<file path="src/sv/huf_pkg.sv">
// Shared types and constants for the Huffman tree-walk decoder.
// No dependencies; compile before every other file of the block.
package huf_pkg;

  // Field widths of the item and result channels
  localparam int unsigned OP_W   = 2;
  localparam int unsigned IDX_W  = 8;
  localparam int unsigned SYM_W  = 7;
  localparam int unsigned KIND_W = 2;

  // Depth of the queue between front and back (power of two)
  localparam int unsigned QDEPTH = 4;
  localparam int unsigned QAW    = $clog2(QDEPTH);
  localparam int unsigned CNT_W  = QAW + 1;

  // Opcodes of an input item
  typedef enum logic [OP_W-1:0] {
    OP_WRITE = 2'd0,
    OP_BIT   = 2'd1,
    OP_END   = 2'd2
  } op_e;

  // Result kinds
  typedef enum logic [KIND_W-1:0] {
    RES_SYMBOL  = 2'd0,
    RES_MISSING = 2'd1,
    RES_DROPPED = 2'd2,
    RES_CLEAN   = 2'd3
  } res_e;

  // Work kinds held in the queue
  typedef enum logic [1:0] {
    KIND_WRITE,
    KIND_BIT,
    KIND_END
  } kind_e;

  // One node table entry
  typedef struct packed {
    logic             leaf;
    logic [SYM_W-1:0] sym;
    logic [IDX_W-1:0] left;
    logic [IDX_W-1:0] right;
    logic             lp;
    logic             rp;
  } node_t;

  // One queued item
  typedef struct packed {
    kind_e            kind;
    logic             bit_val;
    logic [IDX_W-1:0] idx;
    node_t            node;
  } item_t;

  // Head of the queue as seen by the back end
  typedef struct packed {
    logic  valid;
    item_t item;
  } q_head_t;

endpackage

</file>
<file path="src/sv/huf_if.sv">
// Valid/ready channel interfaces for items in and results out.
// Depends on huf_pkg.
interface huf_in_if;
  import huf_pkg::*;
  logic             valid;
  logic             ready;
  logic [OP_W-1:0]  opcode;
  logic [IDX_W-1:0] node_index;
  logic             node_is_leaf;
  logic [SYM_W-1:0] node_symbol;
  logic [IDX_W-1:0] left_child;
  logic [IDX_W-1:0] right_child;
  logic             left_present;
  logic             right_present;
  logic             code_bit;

  modport source (
    output valid, opcode, node_index, node_is_leaf, node_symbol,
           left_child, right_child, left_present, right_present, code_bit,
    input  ready
  );
  modport sink (
    input  valid, opcode, node_index, node_is_leaf, node_symbol,
           left_child, right_child, left_present, right_present, code_bit,
    output ready
  );
endinterface


</file>
<file path="src/sv/huf_front.sv">
// Front end: accepts items, classifies them and queues the useful ones.
// Depends on huf_pkg and huf_in_if.
module huf_front #(
  parameter int unsigned NODE_DEPTH = 256
) (
  input  logic              clk_i,
  input  logic              rst_ni,
  huf_in_if.sink            item_i,
  input  logic              pop_i,
  output huf_pkg::q_head_t  head_o
);
  import huf_pkg::*;

  item_t            fifo_q [QDEPTH];
  logic [QAW-1:0]   wr_ptr_q, wr_ptr_d, rd_ptr_q, rd_ptr_d;
  logic [CNT_W-1:0] cnt_q, cnt_d;
  logic             keep, push;
  item_t            new_item;

  // Classify the incoming item; drop unused opcodes and writes past the table
  always_comb begin
    keep              = 1'b0;
    new_item.kind     = KIND_WRITE;
    new_item.bit_val  = item_i.code_bit;
    new_item.idx      = item_i.node_index;
    new_item.node     = '{leaf: item_i.node_is_leaf, sym: item_i.node_symbol,
                          left: item_i.left_child, right: item_i.right_child,
                          lp: item_i.left_present, rp: item_i.right_present};
    unique case (item_i.opcode)
      OP_WRITE: begin
        new_item.kind = KIND_WRITE;
        keep          = 32'(item_i.node_index) < 32'(NODE_DEPTH);
      end
      OP_BIT: begin
        new_item.kind = KIND_BIT;
        keep          = 1'b1;
      end
      OP_END: begin
        new_item.kind = KIND_END;
        keep          = 1'b1;
      end
      default: keep = 1'b0;
    endcase
  end

  assign item_i.ready = (cnt_q != CNT_W'(QDEPTH));
  assign push         = item_i.valid && item_i.ready && keep;

  // Advance pointers and fill count
  always_comb begin
    wr_ptr_d = push  ? wr_ptr_q + 1'b1 : wr_ptr_q;
    rd_ptr_d = pop_i ? rd_ptr_q + 1'b1 : rd_ptr_q;
    cnt_d    = cnt_q + CNT_W'(push) - CNT_W'(pop_i);
  end

  always_ff @(posedge clk_i or negedge rst_ni) begin
    if (!rst_ni) begin
      wr_ptr_q <= '0;
      rd_ptr_q <= '0;
      cnt_q    <= '0;
    end else begin
      wr_ptr_q <= wr_ptr_d;
      rd_ptr_q <= rd_ptr_d;
      cnt_q    <= cnt_d;
    end
  end

  // Store the queued item
  always_ff @(posedge clk_i) begin
    if (push) begin
      fifo_q[wr_ptr_q] <= new_item;
    end
  end

  assign head_o.valid = (cnt_q != '0);
  assign head_o.item  = fifo_q[rd_ptr_q];

endmodule

</file>
<file path="src/flat_wrapper.sv">
// flat-port wrapper written by rule: the top's interface ports become plain ports
module huf_front_flat import huf_pkg::*;
#(
  parameter int unsigned NODE_DEPTH = 256
)
  (clk_i, rst_ni, pop_i, head_o, item_i_valid, item_i_opcode, item_i_node_index, item_i_node_is_leaf, item_i_node_symbol, item_i_left_child, item_i_right_child, item_i_left_present, item_i_right_present, item_i_code_bit, item_i_ready);
  huf_in_if item_i_i ();
  input  logic clk_i;
  input  logic rst_ni;
  input  logic pop_i;
  output huf_pkg::q_head_t head_o;
  input wire logic [$bits(item_i_i.valid)-1:0] item_i_valid;
  input wire logic [$bits(item_i_i.opcode)-1:0] item_i_opcode;
  input wire logic [$bits(item_i_i.node_index)-1:0] item_i_node_index;
  input wire logic [$bits(item_i_i.node_is_leaf)-1:0] item_i_node_is_leaf;
  input wire logic [$bits(item_i_i.node_symbol)-1:0] item_i_node_symbol;
  input wire logic [$bits(item_i_i.left_child)-1:0] item_i_left_child;
  input wire logic [$bits(item_i_i.right_child)-1:0] item_i_right_child;
  input wire logic [$bits(item_i_i.left_present)-1:0] item_i_left_present;
  input wire logic [$bits(item_i_i.right_present)-1:0] item_i_right_present;
  input wire logic [$bits(item_i_i.code_bit)-1:0] item_i_code_bit;
  output wire logic [$bits(item_i_i.ready)-1:0] item_i_ready;
  assign item_i_i.valid = item_i_valid;
  assign item_i_i.opcode = item_i_opcode;
  assign item_i_i.node_index = item_i_node_index;
  assign item_i_i.node_is_leaf = item_i_node_is_leaf;
  assign item_i_i.node_symbol = item_i_node_symbol;
  assign item_i_i.left_child = item_i_left_child;
  assign item_i_i.right_child = item_i_right_child;
  assign item_i_i.left_present = item_i_left_present;
  assign item_i_i.right_present = item_i_right_present;
  assign item_i_i.code_bit = item_i_code_bit;
  assign item_i_ready = item_i_i.ready;
  huf_front #(.NODE_DEPTH(NODE_DEPTH)) u_core (.clk_i(clk_i), .rst_ni(rst_ni), .item_i(item_i_i), .pop_i(pop_i), .head_o(head_o));
endmodule
</file>
<file path="config.mk">
export PLATFORM = sky130hd
export DESIGN_NAME = huf_front_flat
export DESIGN_NICKNAME = d
export VERILOG_FILES = /design/src/sv/huf_pkg.sv /design/src/sv/huf_if.sv /design/src/sv/huf_front.sv /design/src/flat_wrapper.sv
export SDC_FILE = /design/constraint.sdc
export NUM_CORES = 1
export LEC_CHECK = 0
export ABC_AREA = 1
export BUFFER_PORTS_ARGS = -buffer_cell sky130_fd_sc_hd__buf_2
export CAP_MARGIN = 0
export CORE_UTILIZATION = 52
export DETAILED_ROUTE_END_ITERATION = 8
export PLACE_DENSITY = 0.75
export SLEW_MARGIN = 5
export SYNTH_ARGS = -nofsm -noshare
export SYNTH_HDL_FRONTEND = slang
export SYNTH_SLANG_ARGS = --single-unit
</file>
<file path="constraint.sdc">
create_clock -name clk_i -period 3 [get_ports clk_i]
set_clock_uncertainty 0.15 [all_clocks]
set_input_delay 0.15 -clock clk_i [delete_from_list [all_inputs] [get_ports clk_i]]
set_output_delay 0.15 -clock clk_i [all_outputs]
set_load 0.005 [all_outputs]
</file>
### After elaboration in Yosys (flattened, before gate mapping)

Memories as Yosys holds them, arrays and structs flattened.
Cells that the tools add are included.
Widths: inputs -> output; s select.

| operators by class | value |
|---|---|
| add/subtract/negate cells | 4 |
| equal/unequal tests | 3 |
| multiplexer cells | 4 |
| reductions and logical operators | 5 |

Operators by type and width:

| kind | count |
|---|---|
| $add 2x1->2 const B | 2 |
| $pmux 2 s2 | 1 |
| $add 3x1->3 | 1 |
| $mux 1 | 3 |
| $ne 3x3->1 const B | 1 |
| $reduce_bool 3->1 | 1 |
| $reduce_or 3->1 | 1 |
| $sub 3x1->3 | 1 |
| $eq 2x1->1 const B | 1 |
| $eq 2x2->1 const B | 1 |
| $logic_and 1x1->1 | 2 |
| $logic_not 2->1 | 1 |

| word-level totals | value |
|---|---|
| memories | 1 |
| flip-flop bits (word level) | 7 |
| bits in writable memories | 148 |
| logic and storage cells | 20 |

Memories:

| memory | words | bits a word | read ports | clocked after memory_dff | write ports | RTL line | text |
|---|---|---|---|---|---|---|---|
| u_core.fifo_q | 4 | 37 | 1 | 0 | 1 | huf_front.sv:14 | `item_t fifo_q [QDEPTH];` |

### Longest topological paths before layout

Gate-level depths: netlist of the first run.

| depth | value |
|---|---|
| word-level depth | 6 |
| depth in mapped cells | 8 |
| depth with buffers taken out | 8 |

### Worst setup path after synthesis of the first run

Ideal clock, no wire load.

| timing path | value |
|---|---|
| kind | register to register |
| start point | register u_core.cnt_q[1] |
| end point | memory u_core.fifo_q[0][0] in the netlist's numbering (enable) |
| data required time | 2419 ps |
| setup slack | 134 ps |
| period minus slack after synthesis | 2866 ps |
| stages on the path, launching flop included | 5 |
| data arrival time | 2284 ps |
| path buffers | 0 |
| setup time | 431 ps |
| cells stage by stage | dfrtp_1 > inv_1 > nand3_1 > nand2_1 > nor2_1 |

| between the ends | value |
|---|---|
| cells in the longest elaborated chain, start to end | 5 |

Ends and longest elaborated chain:

| element | RTL line | text |
|---|---|---|
| from (decl) | huf_front.sv:16 | `logic [CNT_W-1:0] cnt_q, cnt_d;` |
| from (signal assigned) | huf_front.sv:64 | `cnt_q <= cnt_d;` |
| $ne 3x3->1 | huf_front.sv:46 | `assign item_i.ready = (cnt_q != CNT_W'(QDEPTH));` |
| named net item_i_ready | flat_wrapper.sv:22 | `output wire logic [$bits(item_i_i.ready)-1:0] item_i_ready;` |
| $logic_and 1x1->1 (2 in series) | huf_front.sv:47 | `assign push = item_i.valid && item_i.ready && keep;` |
| $mux 1 | huf_front.sv:70 | `if (push) begin` |
| $mux 1 (not written as such) | huf_front.sv:71 | `fifo_q[wr_ptr_q] <= new_item;` |
| to (decl) | huf_front.sv:14 |  |

The timed path passes the listed nets, and every way through them passes these cells.

==> results of run 1 <==
## cells by family (layout without fill, tap and decap cells)
family | count (synthesis) | after routing
buffers and inverters | 114 | 251
xor gates and xnor gates | 2 | 2
and+or+nand+nor | 96 | 96
DFF | 155 | 155
other | 0 | 1
AOI/OAI and AO/OA | 112 | 112
adders and majority gates | 7 | 7
## cell usage after synthesis, types with 2 or more instances
cell type | count | area share (%)
edfxtp_1 | 148 | 69
o211ai_1 | 2 | 0.23
nand3_1 | 4 | 0.31
a21oi_1 | 38 | 2.9
o211ai_2 | 35 | 6.8
buf_6 | 11 | 1.9
o21ai_0 | 22 | 1.7
ha_1 | 6 | 1.2
clkbuf_1 | 2 | 0.12
nor2_1 | 6 | 0.35
buf_4 | 4 | 0.46
buf_2 | 7 | 0.54
o21ai_1 | 15 | 1.2
inv_1 | 89 | 5.2
dfrtp_1 | 7 | 2.7
nand2_1 | 85 | 4.9
## per-layer routing
metal  vias up  GRT usage (%)  share of wire, %
li1       1918              -                 -
met1      1820           24.6                43
met2        97           33.8                50
met3        20           4.73               4.3
met4         0           9.65               2.0
met5         -              0                 0
## power breakdown
part	leakage (nW)	switching [mW]	internal (mW)	total (mW)
Clock	0.314	0.799	1.55	2.35
Sequential	1.43	0.368	2.76	3.13
Combinational	1.58	1.22	0.908	2.13
Total	3.32	2.39	5.22	7.61
## sequential cells by signal (all words and copies together) (netlist names)
signal           count
u_core.fifo_q      148
u_core.wr_ptr_q      2
u_core.rd_ptr_q      2
u_core.cnt_q         3
## stage by stage
stage | total power [mW] | hold WS, ns | instance area [µm²] | cells | utilization (%)
after floorplan | 4.58 | -0.296 | 6470 | 486 | -
after global placement | 5.18 | -0.160 | 7000 | 716 | 58.1
after detailed placement | 5.26 | -0.154 | 7000 | 716 | 58.1
after CTS | 7.66 | 0.317 | 8090 | 791 | 67.1
after global routing | 8.04 | 0.322 | 8090 | 792 | 67.1
final | 7.61 | 0.330 | 8090 | 792 | 67.1
## worst max-delay path by stage
stage                  startpoint             endpoint  cells past startpoint
2_1_floorplan     u_core.cnt_q[1]  u_core.fifo_q[0][0]                      4
3_3_place_gp      u_core.cnt_q[1]      u_core.cnt_q[2]                      8
3_5_place_dp      u_core.cnt_q[1]      u_core.cnt_q[2]                      8
4_1_cts        u_core.rd_ptr_q[0]           head_o[22]                      5
5_1_grt        u_core.rd_ptr_q[0]           head_o[22]                      5
6_report       u_core.rd_ptr_q[0]           head_o[22]                      5
## layout make-up
cell class	instances	share of cell area [%]
clock buffers	19	5.35
multi-input cells	217	16.6
clock inverters	13	2.75
diodes	1	0.0309
flip-flops and latches	155	57.2
inverters	89	4.13
well taps	168	2.60
repair buffers	130	11.4
==> impl_metrics.toml, run 1 <==
[outcome]
outcome = "finished, final reports clean"

[finish]
layout.area.seq_mm2 = 0.00463
nets = 658
multi_input_area_mm2 = 0.00134
layout_common_cells = "148 x edfxtp_1, 89 x inv_1, 85 x nand2_1"
fillers = 845
layout_commonest_cell = "edfxtp_1"
syn_to_final_growth_pct = 25.0
layout-drive-gt1-share_pct = 25.2

[drt]
drt_wl_total_mm = 11.8
drc = 0
first_pass_iters = 4
detailedRoute.firstIterationViolations = 245
postRouteAntennaNets = 0
vias = 3855
wl_per_cell_um = 14.9
via_per_inst = 4.87

[floorplan]
die_h_um = 114
rows = 40
die_width_um = 114
io_pins = 80
start_util_pct = 53.7
dieArea_mm2 = 0.0129
core_mm2 = 0.0121

[synthesis]
synth_warnings = 0
syn-cell-area_mm2 = 0.00647
syn_nets = 534
ys_seq_elements = 155
synth_mux_area_share_pct = 0
synthCells = 486
synth_xor_area_share_pct = 0.271
synth_flop_cell = "edfxtp_1"
synth_top_family_by_area = "compound AO/OA/AOI/OAI gates"
yosys.cell_types.count = 21
synth_fa_ha_area_share_pct = 1.47
seq_area_frac_synth_pct = 71.3
syn-mean-instance-area_um2 = 13.3
async_reset_ff_share_pct = 4.52
yosys.area_share.simple_pct = 5.70
synth_compound_area_share_pct = 12.8
synth-edff-count = 148

[grt]
grt_max_degree = 79
antenna_found_initial = 1
grt_usage_pct = 20.1
grt_pass1_vias = 3992
grt_pass1_wl_mm = 19.1
grt-ovfl-total = 0

[cts]
holdBufCountCts = 43
clock_sinks = 155
post-cts-setup-buffers = 0
post_cts_resized = 0
insertion_delay_ns = 0.42
cts_inserted_buffers = 17
clk_pin_slew_ns = 0.06
htree_levels = 4
clk_path_buf_depth = 2
clk_root_buffer_cell = "clkbuf_16"
cts_tree = "yes"

[worst_setup_path]
r2r-start = "u_core.cnt_q[1]"
crit_family = "flip-flops"
cp-start-kind = "register"
cp.required_ns = 2.70
critPathBufInv = 2
critPathMaxStageDelay_ns = 0.97
rrSetupSlack_ns = 0.79
crit_type = "register to primary output"
crit_chain = "buf_4 > a21oi_1 > o21ai_0 > nand2_1 > buf_2"
cp.arrival_ns = 2.23
r2r_end = "u_core.cnt_q[2]"
r2r_cells = 8
cp_max_fo = 78
cp-end-kind = "primary output"
crit_slowest_cell = "dfrtp_4"

[min_path]
holdCritStartpoint = "item_i_right_child[3]"
hold_class = "input pin to register"
min_delay_path_depth = 2
min_to = "u_core.fifo_q[3][5]"

[sta]
setup_ws_ns = 0.469
min_period_ns = 2.53
hold_violations = 0
post-route-period-util_pct = 84.4
slew_viol_final = 0
fmax_mhz = 395
setup-tns-final_ns = 0
rsz0062_at_grt = "false"
report.final.setup_viol = 0
worstMarginPinSlew_ns = 0.854
max_slew_margin_pct = 43.0

[placement]
dp_hpwl_mm = 6.65
dp_slack_ns = 0.809
portBuffers = 79
gp_congestion = 0.726

[power]
p_per_area_mw_per_mm2 = 940
cellLeakagePower_nw = 3.32
ir_worst_vdd_mv = 0.826

[run]
maxCapViolCount = 0
Power figures use the tool's default switching activity.
==> inputs of run 2 (changes only) <==
- clock period: 3 -> 2.1 ns (I/O delays scaled with it)
==> impl_metrics.toml, run 2 (same netlist as run 1, synthesis figures left out) <==
[cts]
post_cts_resized = 0
clk_root_buffer_cell = "clkbuf_16"
insertion_delay_ns = 0.42
cts_tree = "yes"
clock_sinks = 155
clk_pin_slew_ns = 0.06
clk_path_buf_depth = 2
cts_inserted_buffers = 17
htree_levels = 4

[grt]
antenna_found_initial = 0
grt_use_met2_pct = 32.4
grt_max_degree = 51
grtUsageMet3_pct = 5.31
grt_pass1_wl_mm = 18.5
grtUsageMet1_pct = 24.2
top_usage_layer = "met2"
grt_pass1_vias = 3837
grt-ovfl-total = 0
grt_usage_pct = 19.6

[sta]
slew_viol_final = 0
rsz0062_at_grt = "false"
fmax_mhz = 503
setup_ws_ns = 0.113
report.final.setup_viol = 0
finalHoldWorstSlack_ns = 0.289
min_period_ns = 1.99
post-route-period-util_pct = 94.6
setup-tns-final_ns = 0
max_slew_margin_pct = 76.1
worstMarginPinSlew_ns = 0.358
hold_violations = 0

[placement]
dp_slack_ns = 0.253
dp_hpwl_mm = 7.06
gp_congestion = 0.772
portBuffers = 79

[worst_setup_path]
r2r_cells = 8
r2r_end = "u_core.cnt_q[2]"
cp-end-kind = "primary output"
cp.arrival_ns = 1.73
cp.required_ns = 1.85
cp-start-kind = "register"
r2r-start = "u_core.cnt_q[1]"
crit_type = "register to primary output"
rrSetupSlack_ns = 0.23
cp_max_fo = 30

[finish]
syn_to_final_growth_pct = 25.1
layout-drive-gt1-share_pct = 25.3
regMostFlops = "u_core.fifo_q"
top_regs = "u_core.fifo_q (148), u_core.cnt_q (3)"
diodes = 0
utilization_pct = 67.1
layout_common_cells = "148 x edfxtp_1, 89 x inv_1, 85 x nand2_1"
nets = 664
layout_commonest_cell = "edfxtp_1"
largest_register_ffs = 148

[floorplan]
start_util_pct = 53.7
io_pins = 80
die_h_um = 114
core_mm2 = 0.0121
rows = 40
dieArea_mm2 = 0.0129
die_width_um = 114

[run]
maxCapViolCount = 0

[power]
clkPwrFrac_pct = 26.7
seqPwrFrac_pct = 39.9
ir_worst_vdd_mv = 0.817
switchingPower_mw = 3.39
p_comb_share_pct = 33.4
p_per_area_mw_per_mm2 = 1300
intPower_mw = 7.12
cellLeakagePower_nw = 3.32
p_sw_share_pct = 32.2

[min_path]
holdCritStartpoint = "item_i_node_is_leaf"
min_delay_path_depth = 2
hold_class = "input pin to register"
min_to = "u_core.fifo_q[1][25]"

[drt]
wl_per_cell_um = 14.7
drt_wl_total_mm = 11.7
via_per_inst = 4.87
first_pass_iters = 5
vias = 3873
postRouteAntennaNets = 0
drc = 0
detailedRoute.firstIterationViolations = 220

[outcome]
outcome = "finished, final reports clean"
==> run 2: critical path, stage by stage (launching register included) <==
cell,delay (ns)
dfrtp_4,0.57
buf_12,0.21
a21oi_1,0.18
o21ai_0,0.15
nand2_1,0.08
buf_2,0.10
==> run 2: what timing repair did <==
action / CTS / global route
buffers inserted: 0 / 1
endpoints found under the setup margin: 0 / 19
endpoints found under the hold margin: 159 / 0
hold buffers: 42 / 0
==> run 2: cell type report <==
type	count	area, µm²
clock buffer	21	440
sequential	155	4630
fill	819	3960
clock inverter	10	101
multi-input combinational	217	1340
inverter	89	334
tap	168	210
timing repair buffer	136	1040
==> run 2: layer usage <==
| layer | share of wire [%] | up-vias |
|---|---|---|
| li1 | - | 1931 |
| met1 | 45 | 1837 |
| met4 | 1.2 | 0 |
| met3 | 4.8 | 13 |
| met2 | 49 | 92 |
| met5 | 0 | - |
==> run 2: stage by stage <==
| step | cell area (µm²) | instances | total power [mW] |
|---|---|---|---|
| 5_1_grt | 8100 | 796 | 11.1 |
| 2_1_floorplan | 6480 | 486 | 6.54 |
| 3_3_place_gp | 7120 | 722 | 7.57 |
| 4_1_cts | 8090 | 795 | 10.6 |
| 3_5_place_dp | 7120 | 722 | 7.68 |
| 6_report | 8100 | 796 | 10.5 |
==> run 2: worst max-delay path by stage <==
stage               slack [ns]                  end               start  cells past startpoint
floorplan                -0.20  u_core.fifo_q[0][0]     u_core.cnt_q[1]                      4
global placement          0.33      u_core.cnt_q[2]     u_core.cnt_q[1]                      8
detailed placement        0.25      u_core.cnt_q[2]     u_core.cnt_q[1]                      8
CTS                       0.03           head_o[29]  u_core.rd_ptr_q[0]                      5
global route             0.003           head_o[33]  u_core.rd_ptr_q[0]                      5
finish                    0.11            head_o[9]  u_core.rd_ptr_q[1]                      5
==> run 2: power groups by stage <==
stage               logic [mW]  registers (mW)  clock network (mW)
floorplan                 2.43            4.11                   0
global placement          3.31            4.27                   0
detailed placement        3.38            4.29                   0
CTS                       3.48            4.23                2.85
global route              3.90            4.24                2.99
finish                    3.51            4.20                2.81
==> inputs of run 3 (changes only) <==
- CORE_MARGIN: unset -> 8
==> impl_metrics.toml, run 3 (same netlist as run 1, synthesis figures left out) <==
[finish]
utilization_pct = 67.4
multi_input_area_mm2 = 0.00134
nets = 666
top_regs = "u_core.fifo_q (148), u_core.cnt_q (3)"
layout.cells.non_filler = 800
largest_register_ffs = 148
layout.area.seq_mm2 = 0.00463
syn_to_final_growth_pct = 25.5
regMostFlops = "u_core.fifo_q"
layout_commonest_cell = "edfxtp_1"
layout-drive-gt1-share_pct = 25.7
stdcell_area_mm2 = 0.00812
layout_common_cells = "148 x edfxtp_1, 89 x inv_1, 85 x nand2_1"
fillers = 858

[sta]
finalHoldWorstSlack_ns = 0.0952
setup_ws_ns = 0.0856
min_period_ns = 2.01
slew_viol_final = 0
report.final.setup_viol = 0
worstMarginPinSlew_ns = 0.345
rsz0062_at_grt = "false"
max_slew_margin_pct = 76.9
hold_violations = 0
fmax_mhz = 496
post-route-period-util_pct = 95.9

[worst_setup_path]
cp_max_fo = 20
critPathMaxStageDelay_ns = 0.61
crit_family = "flip-flops"
crit_chain = "buf_4 > a21oi_1 > o21ai_0 > nand2_1 > buf_2"
r2r_cells = 8
cp.arrival_ns = 1.76
critPathBufInv = 2
crit_slowest_cell = "dfrtp_4"
cp-start-kind = "register"
cp.required_ns = 1.85
path_depth = 5
cp-end-kind = "primary output"
crit_type = "register to primary output"

[power]
p_sw_share_pct = 32.1
p_comb_share_pct = 33.0
switchingPower_mw = 3.42
seqPwrFrac_pct = 39.6
ir_worst_vdd_mv = 0.789
clkPwrFrac_pct = 27.4
p_per_area_mw_per_mm2 = 1310
intPower_mw = 7.25
cellLeakagePower_nw = 3.35

[grt]
grt_usage_pct = 15.8
grt_max_degree = 33
grt_pass1_wl_mm = 19.8
grt-ovfl-total = 0
antenna_found_initial = 1
grt_pass1_vias = 4036

[drt]
topRoutingLayerUsed = "met4"
wl_per_cell_um = 15.5
via_per_inst = 4.97
vias = 3974
route.met3.wl_um = 785
drt_wl_total_mm = 12.4
met2_length_mm = 6.18
drc = 0
detailedRoute.firstIterationViolations = 230
first_pass_iters = 4
drt-met1-wl_mm = 5.26
postRouteAntennaNets = 0

[cts]
insertion_delay_ns = 0.42
post_cts_resized = 0
clock_sinks = 155
clk_pin_slew_ns = 0.06
clk_path_buf_depth = 2
cts_tree = "yes"
cts_inserted_buffers = 17
htree_levels = 4
clk_root_buffer_cell = "clkbuf_16"

[floorplan]
die_h_um = 128
core_mm2 = 0.0121
start_util_pct = 53.7
rows = 40
die_width_um = 128
dieArea_mm2 = 0.0163
io_pins = 80

[placement]
dp_hpwl_mm = 7.77
portBuffers = 79
gp_congestion = 0.739
place_inst = 725
dp_slack_ns = 0.235
post_dp_cell_area_mm2 = 0.00713

[run]
maxCapViolCount = 0

[min_path]
min_delay_path_depth = 6
hold_class = "input pin to register"

[outcome]
outcome = "finished, final reports clean"
[run 3: worst paths after layout]
| kind | start | endpoint | slack, ns |
|---|---|---|---|
| worst max-delay path | u_core.rd_ptr_q[1] | head_o[29] | 0.09 |
| worst min-delay path | item_i_valid | u_core.cnt_q[0] | 0.1 |
| worst max register to register | u_core.cnt_q[1] | u_core.cnt_q[2] | 0.23 |
| worst min register to register | u_core.wr_ptr_q[1] | u_core.wr_ptr_q[1] | 0.41 |
| max in group asynchronous | rst_ni | u_core.rd_ptr_q[0] | 1.04 |
| min in group asynchronous | rst_ni | u_core.cnt_q[0] | 0.48 |
[run 3: layout make-up]
type,count,share of cell area (%)
Inverter,89,4.11
Clock buffer,20,5.38
Antenna cell,1,0.0308
Clock inverter,12,1.59
Tap cell,168,2.59
Timing Repair Buffer,138,12.9
Sequential cell,155,57.0
Multi-Input combinational cell,217,16.5
[run 3: timing repair]
| item | 4_1_cts | 5_1_grt |
|---|---|---|
| setup buffers | 0 | 1 |
| endpoints found under the hold margin | 159 | 0 |
| endpoints found under the setup margin | 0 | 12 |
| hold buffers | 41 | 0 |
[run 3: tightest hold or removal path, delay by kind of cell]
kind	cells	cell delay, ns
AO/OA/AOI/OAI	1	0.16
adder cells (fa/ha/maj)	1	0.12
buffers and inverters	3	0.16
AND/OR/NAND/NOR	1	0.09
[run 3: layer usage]
metal  global-route usage, %  vias up
li1                        -     1939
met5                       0        -
met4                    6.85        0
met2                    26.0      113
met3                    5.32       17
met1                    18.7     1905
[run 3: per-stage QoR]
step	TNS (ns)	total power, mW
2_1_floorplan	-29.35	6.54
3_3_place_gp	0	7.65
3_5_place_dp	0	7.77
4_1_cts	0	10.8
5_1_grt	0	11.3
6_report	0	10.7
[run 3: power by group through the flow]
stage,sequential [mW],clock [mW],combinational [mW]
after CTS,4.26,2.97,3.53
after detailed placement,4.32,0,3.45
after global routing,4.27,3.09,3.96
after floorplan,4.11,0,2.43
final,4.23,2.93,3.52
after global placement,4.28,0,3.36
